**src/rtl/fdtd_pkg.sv**
```systemverilog
// ----------------------------------------------------------------------------
// fdtd_pkg
// shared types, register codes and defaults of the split-field update stream
// ----------------------------------------------------------------------------
package fdtd_pkg;

  // default sizing
  localparam int MAX_ROW_DEF    = 1024;
  localparam int FIELD_BITS_DEF = 32;

  // configuration port
  localparam int CFG_INDEX_W = 3;
  localparam int CFG_DATA_W  = 16;

  // register widths
  localparam int LEN_W   = 11;
  localparam int ROW_W   = 16;

  // fraction bits of the fixed-point format
  localparam int FRAC_BITS = 16;

  // register indexes
  typedef enum logic [CFG_INDEX_W-1:0] {
    REG_SWEEP_MODE  = 3'd0,
    REG_ROW_LENGTH  = 3'd1,
    REG_ROW_COUNT   = 3'd2,
    REG_OUTER_FIRST = 3'd3,
    REG_OUTER_STOP  = 3'd4,
    REG_INNER_FIRST = 3'd5,
    REG_INNER_STOP  = 3'd6
  } cfg_reg_t;

  // sweep codes
  localparam logic MODE_E = 1'b0;
  localparam logic MODE_H = 1'b1;

  // register reset values
  localparam logic             SWEEP_MODE_RST  = MODE_E;
  localparam logic [LEN_W-1:0] ROW_LENGTH_RST  = 11'd1024;
  localparam logic [ROW_W-1:0] ROW_COUNT_RST   = 16'd1;
  localparam logic [ROW_W-1:0] OUTER_FIRST_RST = 16'd1;
  localparam logic [ROW_W-1:0] OUTER_STOP_RST  = 16'd1;
  localparam logic [LEN_W-1:0] INNER_FIRST_RST = 11'd1;
  localparam logic [LEN_W-1:0] INNER_STOP_RST  = 11'd1;

  // per-cell control handed from the sequencer to the datapath
  typedef struct packed {
    logic mode;
    logic in_bounds;
    logic up_zero;
    logic left_zero;
    logic last;
  } cell_ctl_t;

endpackage

```
**src/rtl/fdtd_ctrl.sv**
```systemverilog
// ----------------------------------------------------------------------------
// fdtd_ctrl
// configuration registers, raster counters, bounds test and line store clear
// ----------------------------------------------------------------------------
module fdtd_ctrl #(
  parameter int MAX_ROW = fdtd_pkg::MAX_ROW_DEF
) (
  input  logic                               clk,
  input  logic                               rst_n,
  input  logic                               cfg_wr_en,
  input  logic [fdtd_pkg::CFG_INDEX_W-1:0]   cfg_index,
  input  logic [fdtd_pkg::CFG_DATA_W-1:0]    cfg_wdata,
  input  logic                               in_fire,
  output logic [$clog2(MAX_ROW)-1:0]         rd_addr,
  output fdtd_pkg::cell_ctl_t                cell_ctl,
  output logic                               clearing,
  output logic [$clog2(MAX_ROW)-1:0]         clr_addr
);

  localparam int AW = $clog2(MAX_ROW);
  localparam int CW = AW + 1;
  localparam int LW = (CW > fdtd_pkg::LEN_W) ? CW : fdtd_pkg::LEN_W;
  localparam int RW = fdtd_pkg::ROW_W;
  localparam logic [LW-1:0] MAX_LEN = LW'(MAX_ROW);
  localparam logic [AW-1:0] LAST_ADDR = AW'(MAX_ROW - 1);

  logic                        sweep_mode_r;
  logic [fdtd_pkg::LEN_W-1:0]  row_length_r;
  logic [RW-1:0]               row_count_r;
  logic [RW-1:0]               outer_first_r;
  logic [RW-1:0]               outer_stop_r;
  logic [fdtd_pkg::LEN_W-1:0]  inner_first_r;
  logic [fdtd_pkg::LEN_W-1:0]  inner_stop_r;

  logic [RW-1:0]               row_pos_r, row_pos_nxt;
  logic [AW-1:0]               col_pos_r, col_pos_nxt;
  logic                        clr_r;
  logic [AW-1:0]               clr_addr_r;

  logic [LW-1:0]               len_wide;
  logic [CW-1:0]               len;
  logic [RW-1:0]               cnt;
  logic [AW-1:0]               cp;
  logic [RW-1:0]               rp;
  logic [CW-1:0]               col_sel;
  logic [RW-1:0]               row_sel;
  logic [CW-1:0]               cp_inc;
  logic [RW:0]                 rp_inc;
  logic                        row_in, col_in;

  // configuration writes
  always_ff @(posedge clk) begin
    if (!rst_n) begin
      sweep_mode_r  <= fdtd_pkg::SWEEP_MODE_RST;
      row_length_r  <= fdtd_pkg::ROW_LENGTH_RST;
      row_count_r   <= fdtd_pkg::ROW_COUNT_RST;
      outer_first_r <= fdtd_pkg::OUTER_FIRST_RST;
      outer_stop_r  <= fdtd_pkg::OUTER_STOP_RST;
      inner_first_r <= fdtd_pkg::INNER_FIRST_RST;
      inner_stop_r  <= fdtd_pkg::INNER_STOP_RST;
    end else if (cfg_wr_en) begin
      unique case (fdtd_pkg::cfg_reg_t'(cfg_index))
        fdtd_pkg::REG_SWEEP_MODE:  sweep_mode_r  <= cfg_wdata[0];
        fdtd_pkg::REG_ROW_LENGTH:  row_length_r  <= cfg_wdata[fdtd_pkg::LEN_W-1:0];
        fdtd_pkg::REG_ROW_COUNT:   row_count_r   <= cfg_wdata[RW-1:0];
        fdtd_pkg::REG_OUTER_FIRST: outer_first_r <= cfg_wdata[RW-1:0];
        fdtd_pkg::REG_OUTER_STOP:  outer_stop_r  <= cfg_wdata[RW-1:0];
        fdtd_pkg::REG_INNER_FIRST: inner_first_r <= cfg_wdata[fdtd_pkg::LEN_W-1:0];
        fdtd_pkg::REG_INNER_STOP:  inner_stop_r  <= cfg_wdata[fdtd_pkg::LEN_W-1:0];
        default: ;
      endcase
    end
  end

  // effective extents and counters brought back inside them
  always_comb begin
    if (row_length_r == '0) begin
      len_wide = LW'(1);
    end else if (LW'(row_length_r) > MAX_LEN) begin
      len_wide = MAX_LEN;
    end else begin
      len_wide = LW'(row_length_r);
    end
    len = len_wide[CW-1:0];
    cnt = (row_count_r == '0) ? RW'(1) : row_count_r;
    cp  = (CW'(col_pos_r) >= len) ? '0 : col_pos_r;
    rp  = (row_pos_r >= cnt) ? '0 : row_pos_r;
  end

  // grid position of this cell, reversed in h mode
  always_comb begin
    if (sweep_mode_r == fdtd_pkg::MODE_H) begin
      col_sel = len - CW'(1) - CW'(cp);
      row_sel = cnt - RW'(1) - rp;
    end else begin
      col_sel = CW'(cp);
      row_sel = rp;
    end
    row_in = (row_sel >= outer_first_r) && (row_sel < outer_stop_r);
    col_in = (LW'(col_sel) >= LW'(inner_first_r)) && (LW'(col_sel) < LW'(inner_stop_r));
    rd_addr = col_sel[AW-1:0];
    cell_ctl.mode      = sweep_mode_r;
    cell_ctl.in_bounds = row_in && col_in;
    cell_ctl.up_zero   = (rp == '0);
    cell_ctl.left_zero = (cp == '0);
    cell_ctl.last      = (rp == cnt - RW'(1)) && (CW'(cp) == len - CW'(1));
  end

  // raster advance
  always_comb begin
    cp_inc      = CW'(cp) + CW'(1);
    rp_inc      = (RW+1)'(rp) + (RW+1)'(1);
    row_pos_nxt = row_pos_r;
    col_pos_nxt = col_pos_r;
    if (in_fire) begin
      if (cp_inc >= len) begin
        col_pos_nxt = '0;
        row_pos_nxt = (rp_inc >= (RW+1)'(cnt)) ? '0 : rp_inc[RW-1:0];
      end else begin
        col_pos_nxt = cp_inc[AW-1:0];
        row_pos_nxt = rp;
      end
    end
  end

  always_ff @(posedge clk) begin
    if (!rst_n) begin
      row_pos_r <= '0;
      col_pos_r <= '0;
    end else begin
      row_pos_r <= row_pos_nxt;
      col_pos_r <= col_pos_nxt;
    end
  end

  // line store clearing sweep after reset
  always_ff @(posedge clk) begin
    if (!rst_n) begin
      clr_r      <= 1'b1;
      clr_addr_r <= '0;
    end else if (clr_r) begin
      clr_addr_r <= clr_addr_r + AW'(1);
      if (clr_addr_r == LAST_ADDR) begin
        clr_r <= 1'b0;
      end
    end
  end

  assign clearing = clr_r;
  assign clr_addr = clr_addr_r;

endmodule

```
**config.mk**
```make
export PLATFORM = sky130hd
export DESIGN_NAME = fdtd_ctrl
export DESIGN_NICKNAME = d
export VERILOG_FILES = /design/src/rtl/fdtd_pkg.sv /design/src/rtl/fdtd_ctrl.sv
export SDC_FILE = /design/constraint.sdc
export NUM_CORES = 1
export LEC_CHECK = 0
export ABC_AREA = 1
export BUFFER_PORTS_ARGS = -buffer_cell sky130_fd_sc_hd__buf_4
export CAP_MARGIN = 15
export CORE_MARGIN = 3
export CORE_UTILIZATION = 45
export CTS_BUF_LIST = sky130_fd_sc_hd__clkbuf_8
export DETAILED_ROUTE_END_ITERATION = 8
export GPL_TIMING_DRIVEN = 0
export MAX_ROUTING_LAYER = met4
export PLACE_DENSITY_LB_ADDON = 0.05
export RECOVER_POWER = 50
export SKIP_LAST_GASP = 1
export SLEW_MARGIN = 0
export SYNTH_ARGS = -nofsm -noshare
export SYNTH_HDL_FRONTEND = slang
export SYNTH_SLANG_ARGS = --single-unit
export TNS_END_PERCENT = 10
```
**constraint.sdc**
```tcl
create_clock -name clk -period 6.2 [get_ports clk]
set_input_delay 0.31 -clock clk [delete_from_list [all_inputs] [get_ports clk]]
set_output_delay 0.31 -clock clk [all_outputs]
set_load 0.03 [all_outputs]
```
# == After elaboration in Yosys (flattened, before gate mapping) ==
# Cells that the tools add are included.
# word_totals
reg_bits,119
out_inout_bits,26
# op_classes
addsub,7
order_cmp,9
eq_ne,9
muxes,12
reduce_logical,16
# ops
cell,count
2-to-1 mux 16 bit,5
2-to-1 mux 11 bit,3
>= comparator 16 bit,2
zero test 16 bit,2
>= comparator 11 bit,2
2-to-1 mux 10 bit,2
adder 16 x 1 -> 17 bit (second input constant),1
>= comparator 17 x 16 -> 1 bit,1
equality test 16 bit,1
less-than comparator 16 bit,1
subtractor 16 x 1 -> 16 bit (second input constant),1
subtractor 16 bit,1
AND reduction 2 bit,7
adder 10 x 1 -> 11 bit (second input constant),1
equality test 10 x 11 -> 1 bit,1
>= comparator 10 x 11 -> 1 bit,1
greater-than comparator 11 bit (second input constant),1
zero test 11 bit,1
less-than comparator 11 bit,1
subtractor 11 x 1 -> 11 bit (second input constant),1
subtractor 11 x 10 -> 11 bit,1
adder 10 x 1 -> 10 bit (second input constant),1
equality test 10 bit (second input constant),1
zero test 10 bit,1
6 further kinds,13

# == Depth between registers and ports, before layout ==
# Gate-level depths: netlist (run 1).
# logic_depth
ltp_word,10
ltp_mapped,40
mapped_depth_nobuf,39

# == Worst setup path before layout (run 1) ==
# OpenSTA, ideal clock, no wires.
# synth_path
path_kind,register to output
startpoint,register row_length_r[7] (netlist bit)
endpoint,output cell_ctl[3] (netlist bit)
t_arrival_ps,5789
required_time_ps,5890
slack_ps,101
path_stages_with_launch,31
path_buffers,0
path_cell_list,dfxtp_1 inv_1 nand4_1 nor2_1 a21oi_4 nor2_1 inv_1 ha_1 nand2_1 nor4_1 a21oi_2 nand2_4 nor2_4 ha_1 fa_1 inv_1 nand3_1 nand2_1 a21boi_0 nor2_1 nor2_1 o21bai_1 xor2_1 o21ai_0 ha_1 nand4_1 a21oi_1 or4_1 nor2_1 nand2_1 a21oi_1
# synth_rtl
element,line,text
"start, declared",fdtd_ctrl.sv:28,logic [fdtd_pkg::LEN_W-1:0] row_length_r;
"start signal, assigned",fdtd_ctrl.sv:55,row_length_r <= fdtd_pkg::ROW_LENGTH_RST;
"start signal, assigned",fdtd_ctrl.sv:64,fdtd_pkg::REG_ROW_LENGTH: row_length_r <= cfg_wdata[fdtd_pkg::LEN_W-1:0];
"end, declared",fdtd_ctrl.sv:15,"output fdtd_pkg::cell_ctl_t cell_ctl,"

==> flow_summary.ini, run 1 <==
[status]
run_status = finished, violations left
violations = setup timing

[layout]
final_common_cell = nand2_1
fill_cells = 2083
area_growth_pct = 25.1
diodes = 0
layoutNonFillerInstCount = 1884
nNetsFinal = 1756
layout_common_cells = nand2_1 (223), inv_1 (208), a21oi_1 (168), buf_4 (121), o21ai_0 (115)
stdcell_area_um2 = 12300
utilization = 0.579
drive_gt1_frac = 0.211

[route]
drt.antenna.violating_nets = 0
drt-initial-drc-count = 748
wire_per_inst_um = 17.8
wl_mm = 33.5
dr.pass1.iters = 7
drc_errors = 0
vias = 10300
via_per_inst = 5.46

[clock_tree]
cts_htree_levels = 4
numCtsBuffers = 17
cts_num_sinks = 119
path_clk_slew_ns = 0.09
hold_buffers = 0
clockRootBuffer = clkbuf_8
clkLatencyLatePin_ns = 0.47
clock_path_buffers = 2
cts_tree = yes

[placement]
hpwl_mm = 24.8
dp_cells = 1766
port_buffers = 46
gp_congestion = 0.961
dpl_cell_area_um2 = 10500
post-place-ws_ns = -0.870

[grt]
grt_usage = 0.282
grt_pass1_wl_mm = 51.2
grt-ovfl-total = 0
grt_pass1_vias = 9599
antenna_found_initial = 0
grt_max_degree = 17

[sta]
period_needed_ns = 6.23
rsz0062_at_grt = yes
tns_ns = -0.0262
max_freq_mhz = 161
maxSlewViolCount = 0
setup_viol = 1
slew_headroom = 0.383
skew_ns = 0.0139
worst_pin_slew_ns = 0.915
fin_ws_ns = -0.0262
fin_crit_sh = 1.00
final_hold_viol_count = 0

[run]
maxCapViolCount = 0

[critical_path]
cp-end-kind = primary output
worst-setup-path-type = reg2out
cp_data_arrival_time_ns = 5.92
critPathMostFrequentCell = buf_4
cp-start-kind = register
slowest_delay_ns = 0.52
worst_path_max_delay_cell = or4_1
required_ns = 5.89
critPathMaxFanout = 10

[yosys]
netlist_top_cells_area = dfxtp_1 (24%), ha_1 (17%), a21oi_1 (9.2%)
synth-simple-area-share = 0.237
synthAdderAreaFrac = 0.175
postSynthCellCount = 1445
synth_top_flop_cell = dfxtp_1
synth-compound-area-share = 0.195
yosys.area.top_type = dfxtp_1
synth_top_family_by_area = simple AND/OR/NAND/NOR gates
avgSynthCellArea_um2 = 6.82
synth_nets = 1605
seq_area_frac_synth = 0.242
synthArstFlopShare = 0
synth_edf_count = 0
synthMuxAreaShare = 0.00102
synth_seq_cells = 119
synth_warnings = 0
ys_types = 55
netlist_area_um2 = 9860
synthXorXnorAreaFrac = 0.0405
synth_top_area_share = 0.242

[pwr]
power_density_nw_per_um2 = 206
vdd_drop_max_uv = 121
power.leakage_nw = 5.53

[floorplan]
die_y_um = 154
core_area_um2 = 21300
num_rows = 53
dieWidth_um = 154
initial_utilization = 0.463
die-area_um2 = 23700
ios = 49

[worst_hold_path]
hp-class = in2reg
## power breakdown
group | internal [mW] | total [mW] | switching, mW
registers | 0.790 | 0.809 | 0.0190
logic | 0.389 | 0.944 | 0.555
clock network | 0.376 | 0.783 | 0.407
total | 1.55 | 2.54 | 0.981
## state kept, by name, indices dropped and copies added, names as in the netlist
register and cells:
outer_first_r 16, outer_stop_r 16, row_count_r 16, row_pos_r 16, inner_first_r 11, inner_stop_r 11, row_length_r 11, clr_addr 10
col_pos_r 10, clearing 1, sweep_mode_r 1
## metrics by stage
stage | power (mW) | hold slack, ns
after floorplan | 1.31 | 0.430
after global placement | 1.50 | 0.444
after detailed placement | 1.50 | 0.447
after CTS | 2.46 | 0.120
after global routing | 2.67 | 0.149
final | 2.54 | 0.144
## area by class of cell
type | count | area [um^2] | share of cell area
clock buffer | 17 | 234 | 0.0190
inverter | 239 | 906 | 0.0735
clock inverter | 15 | 180 | 0.0146
multi-input combinational | 1045 | 7110 | 0.577
timing repair buffer | 132 | 966 | 0.0783
sequential | 119 | 2390 | 0.194
buffer | 42 | 200 | 0.0162
tap | 275 | 344 | 0.0279
## cell families (layout without fill, tap and decap cells)
kind of cell               count (synthesis)  in the layout
and+or+nand+nor                          505            505
AOI/OAI and AO/OA                        359            359
buffers and inverters                    281            445
adders and majority gates                137            137
DFF                                      119            119
xor gates and xnor gates                  43             43
muxes                                      1              1
## worst paths after layout
path | from | end | slack [ns] | cells after the start
worst max-delay path | row_length_r[10] | cell_ctl[3] | -0.03 | 33
worst min-delay path | cfg_wdata[0] | outer_stop_r[0] | 0.14 | 3
worst max register to register | row_length_r[10] | col_pos_r[8] | 0.88 | 31
worst min register to register | outer_stop_r[0] | outer_stop_r[0] | 0.46 | 2
## routing by layer
| layer | track usage | part of all wire |
|---|---|---|
| met4 | 0.0870 | 0.024 |
| met5 | - | 0 |
| met1 | 0.352 | 0.44 |
| met2 | 0.466 | 0.48 |
| met3 | 0.0478 | 0.055 |
## critical path: cells and delay by family (launching register included)
family                     cells  cell delay (ns)
buffers and inverters          8             1.06
DFF                            1             0.37
AOI/OAI and AO/OA             11             1.77
xor gates and xnor gates       1             0.14
and+or+nand+nor               10             1.34
adders and majority gates      3             0.74
## synthesized netlist by cell type (4+ instances only)
cell type	count
a21oi_1	181
a21oi_2	4
a31oi_1	6
clkbuf_1	36
dfxtp_1	119
ha_1	135
inv_1	225
inv_2	12
nand2_1	238
nand2_2	4
nand3_1	62
nand4_1	46
nor2_1	98
nor2_2	5
nor2_4	11
nor3_1	15
nor4_1	6
o21ai_0	131
o21ai_1	4
o21bai_1	5
o22ai_1	6
xnor2_1	7
xor2_1	33
## timing repair
item	4_1_cts	5_1_grt
buffers inserted	65	21
pin swaps	56	60
cloned	1	0
gates resized for setup	110	73
endpoints found under the setup margin	1	2
No activity file was read; power rests on OpenSTA's default activity.
==> run 2, diff against run 1 <==
--- a/config.mk
+++ b/config.mk
@@ -9,13 +9,12 @@
 export BUFFER_PORTS_ARGS = -buffer_cell sky130_fd_sc_hd__buf_4
 export CAP_MARGIN = 15
 export CORE_MARGIN = 3
-export CORE_UTILIZATION = 45
+export CORE_UTILIZATION = 60
 export CTS_BUF_LIST = sky130_fd_sc_hd__clkbuf_8
 export DETAILED_ROUTE_END_ITERATION = 8
-export GPL_TIMING_DRIVEN = 0
+export GPL_TIMING_DRIVEN = 1
 export MAX_ROUTING_LAYER = met4
 export PLACE_DENSITY_LB_ADDON = 0.05
-export RECOVER_POWER = 50
 export SKIP_LAST_GASP = 1
 export SLEW_MARGIN = 0
 export SYNTH_ARGS = -nofsm -noshare
==> run 2 against run 1 <==
  * The run now ends clean
  * Fmax is 0.95% higher
  * Design area is 2.6% lower
  * Global-route usage is 4.7 points higher
  * Clock power is 3.1% higher
  * Non-clock buffer count is 47 lower
  * Count of clock-buffer cells in the layout stayed put
  * Die area is 24% lower
  * Clock skew is 0.0056 ns lower
  * Critical path type unchanged
  * Largest power group unchanged
  * Highest routed layer unchanged
==> flow_summary.ini, run 2 (synthesis gave the netlist of run 1 again) <==
[critical_path]
cp-end-kind = primary output
rrSetupSlack_ns = 0.63
r2r_cells = 32
worstReg2RegEnd = col_pos_r[0]
reg2reg_from = row_length_r[3]
path_buf_inv = 5
cp_top_family = simple AND/OR/NAND/NOR gates
critPathMostFrequentCell = nand2_1
cp-start-kind = register
slowest_delay_ns = 0.52
cp_data_arrival_time_ns = 5.86
required_ns = 5.89
critPathMaxFanout = 6
worst-setup-path-type = reg2out
worst_path_max_delay_cell = or4_1

[pwr]
power.leakage_nw = 5.46
p_total_mw = 2.48
power_density_nw_per_um2 = 206
vdd_drop_max_uv = 150

[sta]
fin_crit_sh = 0.995
max_freq_mhz = 162
rsz0062_at_grt = yes
tns_ns = 0
fin_ws_ns = 0.0321
period_needed_ns = 6.17
maxSlewViolCount = 0
skew_ns = 0.00835
final_hold_viol_count = 0
setup_viol = 0
worst_pin_slew_ns = 0.974
hold_ws_ns = 0.145
slew_headroom = 0.350

[placement]
post-place-ws_ns = 0.0379
port_buffers = 48
hpwl_mm = 21.7
dp_cells = 1709
dpl_cell_area_um2 = 10600
gp_congestion = 0.981

[clock_tree]
cts_htree_levels = 4
cts_num_sinks = 119
path_clk_slew_ns = 0.08
numCtsBuffers = 17
clock_path_buffers = 2
hold_buffers = 0
cts_tree = yes
clockRootBuffer = clkbuf_8
clkLatencyLatePin_ns = 0.47

[grt]
grt_max_degree = 101
antenna_found_initial = 0
grt_pass1_wl_mm = 45.8
grt_pass1_vias = 9352
grt-ovfl-total = 0
grt_usage = 0.328

[layout]
seq_area_um2 = 2390
layoutNonFillerInstCount = 1778
final_common_cell = nand2_1
nNetsFinal = 1709
utilization = 0.750
layout_common_cells = nand2_1 (228), inv_1 (209), a21oi_1 (172), buf_4 (123), o21ai_0 (115)
area_growth_pct = 21.8
diodes = 0
fill_cells = 1272
multi_input_area_um2 = 7020
drive_gt1_frac = 0.204
stdcell_area_um2 = 12000

[route]
wire_per_inst_um = 17.3
drc_errors = 0
vias = 10300
drt-initial-drc-count = 977
drt.antenna.violating_nets = 0
dr.pass1.iters = 7
via_per_inst = 5.81
wl_mm = 30.7

[worst_hold_path]
hold_end = outer_stop_r[13]
min_from = cfg_wdata[13]
hp-class = in2reg
hold_depth = 3

[floorplan]
core_area_um2 = 16000
ios = 49
num_rows = 46
initial_utilization = 0.616
die-area_um2 = 18000
die_y_um = 134
dieWidth_um = 134

[status]
run_status = finished, final reports clean

[run]
maxCapViolCount = 0
run 2: cell count changes in the layout (fill, tap and decap cells not counted), sizes merged:
cell / delta
inv: -6
bufinv: +2
clkinvlp: +1
clkinv: +3
clkbuf: -47
run 2: worst min-delay path, cell delays in order:
cell and delay [ns]:
buf_4 0.09, o21ai_0 0.07, a21oi_1 0.10
run 2: how the worst max path moves through the flow:
stage	from	end	slack, ns	depth (start not counted)
after floorplan	row_length_r[7]	cell_ctl[3]	0.10	30
after global placement	row_length_r[2]	cell_ctl[3]	0.005	32
after detailed placement	row_length_r[3]	cell_ctl[3]	0.04	31
after CTS	row_count_r[8]	cell_ctl[3]	0.01	38
after global routing	row_length_r[2]	cell_ctl[3]	-0.25	34
final	row_length_r[3]	cell_ctl[3]	0.03	33
run 2: final cells by class:
type / count / share of cell area
Timing Repair Buffer: 127 / 0.0817
Tap cell: 216 / 0.0225
Clock buffer: 17 / 0.0195
Inverter: 239 / 0.0759
Sequential cell: 119 / 0.199
Multi-Input combinational cell: 1045 / 0.585
Clock inverter: 15 / 0.0169
run 2: layer usage:
metal	global-route usage	vias up	routed length, um
met3	0.0536	119	2140
met5	-	-	0
met1	0.397	4685	12500
met2	0.537	475	14600
met4	0.153	0	1520
li1	-	5045	-
run 2: where the power goes:
group	total, mW	switching [mW]	internal, mW
Sequential	0.809	0.0194	0.790
Combinational	0.860	0.513	0.347
Clock	0.807	0.367	0.441
run 2: timing repair:
action                     CTS  global route
pin swaps                   14            49
setup endpoints to repair    1             1
setup buffers                8            29
gates resized for setup     32           131
==> run 3, diff against run 2 <==
--- a/config.mk
+++ b/config.mk
@@ -8,9 +8,7 @@
 export ABC_AREA = 1
 export BUFFER_PORTS_ARGS = -buffer_cell sky130_fd_sc_hd__buf_4
 export CAP_MARGIN = 15
-export CORE_MARGIN = 3
 export CORE_UTILIZATION = 60
-export CTS_BUF_LIST = sky130_fd_sc_hd__clkbuf_8
 export DETAILED_ROUTE_END_ITERATION = 8
 export GPL_TIMING_DRIVEN = 1
 export MAX_ROUTING_LAYER = met4
==> constraint.sdc (replaced) <==
create_clock -name clk -period 6.18 [get_ports clk]
set_input_delay 0.309 -clock clk [delete_from_list [all_inputs] [get_ports clk]]
set_output_delay 0.309 -clock clk [all_outputs]
set_load 0.03 [all_outputs]
==> run 3 against run 2 <==
  * Setup slack gained 0.043 ns
  * Flip-flop and latch count is the same
  * Critical path depth rose by 1
  * Hold slack gained 0.038 ns
  * Design area rose by 0.18%
  * Utilization is 0.40 points higher
  * Die area fell by 5.9%
  * Critical path type unchanged
  * Critical endpoint unchanged
  * Largest power group is now the clock network
==> flow_summary.ini, run 3 (synthesis gave the netlist of run 1 again) <==
[status]
run_status = finished, final reports clean

[pwr]
power.leakage_nw = 5.47
vdd_drop_max_uv = 248
power_density_nw_per_um2 = 224

[clock_tree]
clock_path_buffers = 2
path_clk_slew_ns = 0.06
cts_num_sinks = 119
numCtsBuffers = 17
cts_htree_levels = 4
clkLatencyLatePin_ns = 0.42
clockRootBuffer = clkbuf_16
hold_buffers = 0
cts_tree = yes

[grt]
grt_max_degree = 101
grt_usage = 0.371
grt-ovfl-total = 0
grt_pass1_wl_mm = 46.8
antenna_found_initial = 0
grt_pass1_vias = 9283

[floorplan]
die-area_um2 = 16900
dieWidth_um = 130
ios = 49
core_area_um2 = 15900
die_y_um = 130
num_rows = 46
initial_utilization = 0.618

[run]
maxCapViolCount = 0

[layout]
final_common_cell = nand2_1
diodes = 0
nNetsFinal = 1698
layout_common_cells = nand2_1 (228), inv_1 (210), a21oi_1 (169), dfxtp_1 (117)
area_growth_pct = 22.0
drive_gt1_frac = 0.193
multi_input_area_um2 = 6950
fill_cells = 1281
seq_area_um2 = 2390

[placement]
port_buffers = 48
post-place-ws_ns = 0.0994
hpwl_mm = 22.2
gp_congestion = 1.03

[route]
vias = 10300
dr.pass1.iters = 6
via_per_inst = 5.85
wl_mm = 31.4
wire_per_inst_um = 17.7
drt.antenna.violating_nets = 0
drc_errors = 0
drt-initial-drc-count = 783

[sta]
final_hold_viol_count = 0
maxSlewViolCount = 0
slew_headroom = 0.278
hold_ws_ns = 0.184
setup_viol = 0
fin_ws_ns = 0.0752
max_freq_mhz = 164
skew_ns = 0.00820
worst_pin_slew_ns = 1.08
fin_crit_sh = 0.988
period_needed_ns = 6.10

[critical_path]
cp-start-kind = register
worst_path_max_delay_cell = or4_1
critPathMaxFanout = 6
required_ns = 5.87
slowest_delay_ns = 0.49
worst-setup-path-type = reg2out
cp-end-kind = primary output
cp_data_arrival_time_ns = 5.80
critPathMostFrequentCell = a21oi_2

[worst_hold_path]
hp-class = in2reg
## run 3: changes by cell type in the layout (fill, tap and decap cells not counted), moves of 4 or more
cell,delta
clkbuf_8,-15
inv_4,-4
buf_4,-12
dfxtp_2,-4
clkbuf_16,+17
## run 3: layout make-up
| cell class | instances | share of cell area |
|---|---|---|
| Clock inverter | 12 | 0.0135 |
| Sequential cell | 119 | 0.198 |
| Multi-Input combinational cell | 1045 | 0.578 |
| Tap cell | 216 | 0.0225 |
| Timing Repair Buffer | 116 | 0.0743 |
| Inverter | 239 | 0.0753 |
| Clock buffer | 20 | 0.0380 |
## run 3: final timing paths
check / start / to / slack (ns) / cells past startpoint
worst min-delay path: cfg_wdata[0] / outer_stop_r[0] / 0.18 / 3
worst max-delay path: row_length_r[4] / cell_ctl[3] / 0.08 / 34
worst max register to register: row_length_r[4] / col_pos_r[6] / 0.69 / 34
worst min register to register: inner_first_r[7] / inner_first_r[7] / 0.46 / 2
## run 3: per-stage QoR
step	utilization	power, mW	std cells	cell area [um^2]	TNS, ns
detailed placement	0.667	1.51	1710	10600	0
global placement	0.667	1.50	1710	10600	0
floorplan	-	1.31	1445	9860	0
CTS	0.710	2.57	1746	11300	0
finish	0.755	2.69	1767	12000	0
global route	0.755	2.80	1767	12000	-0.123
## run 3: layer usage
layer  GRT usage  up-vias  part of all wire
li1            -     5019                 -
met1       0.441     4720              0.41
met2       0.609      469              0.47
met3      0.0619      122             0.072
met4       0.179        0             0.052
met5           -        -                 0
## run 3: where the power goes
group	leakage (nW)	internal [mW]	switching [mW]	total [mW]
sequential	0.969	0.793	0.0200	0.813
clock	0.298	0.662	0.396	1.06
combinational	4.20	0.321	0.500	0.821
total	5.47	1.78	0.917	2.69
## run 3: critical path: cells and delay by family (launching register included)
kind                     cells  cell delay, ns
buffers and inverters        7            0.77
flip-flops                   1            0.34
AND/OR/NAND/NOR             15            2.16
AO/OA/AOI/OAI                7            0.91
XOR/XNOR                     1            0.06
adder cells (fa/ha/maj)      4            1.11
## run 3: repair_timing
item,in CTS,in global routing
pin swaps,7,49
endpoints found under the setup margin,1,1
hold endpoints to repair,0,0
gates resized for setup,20,127
buffers inserted,4,21
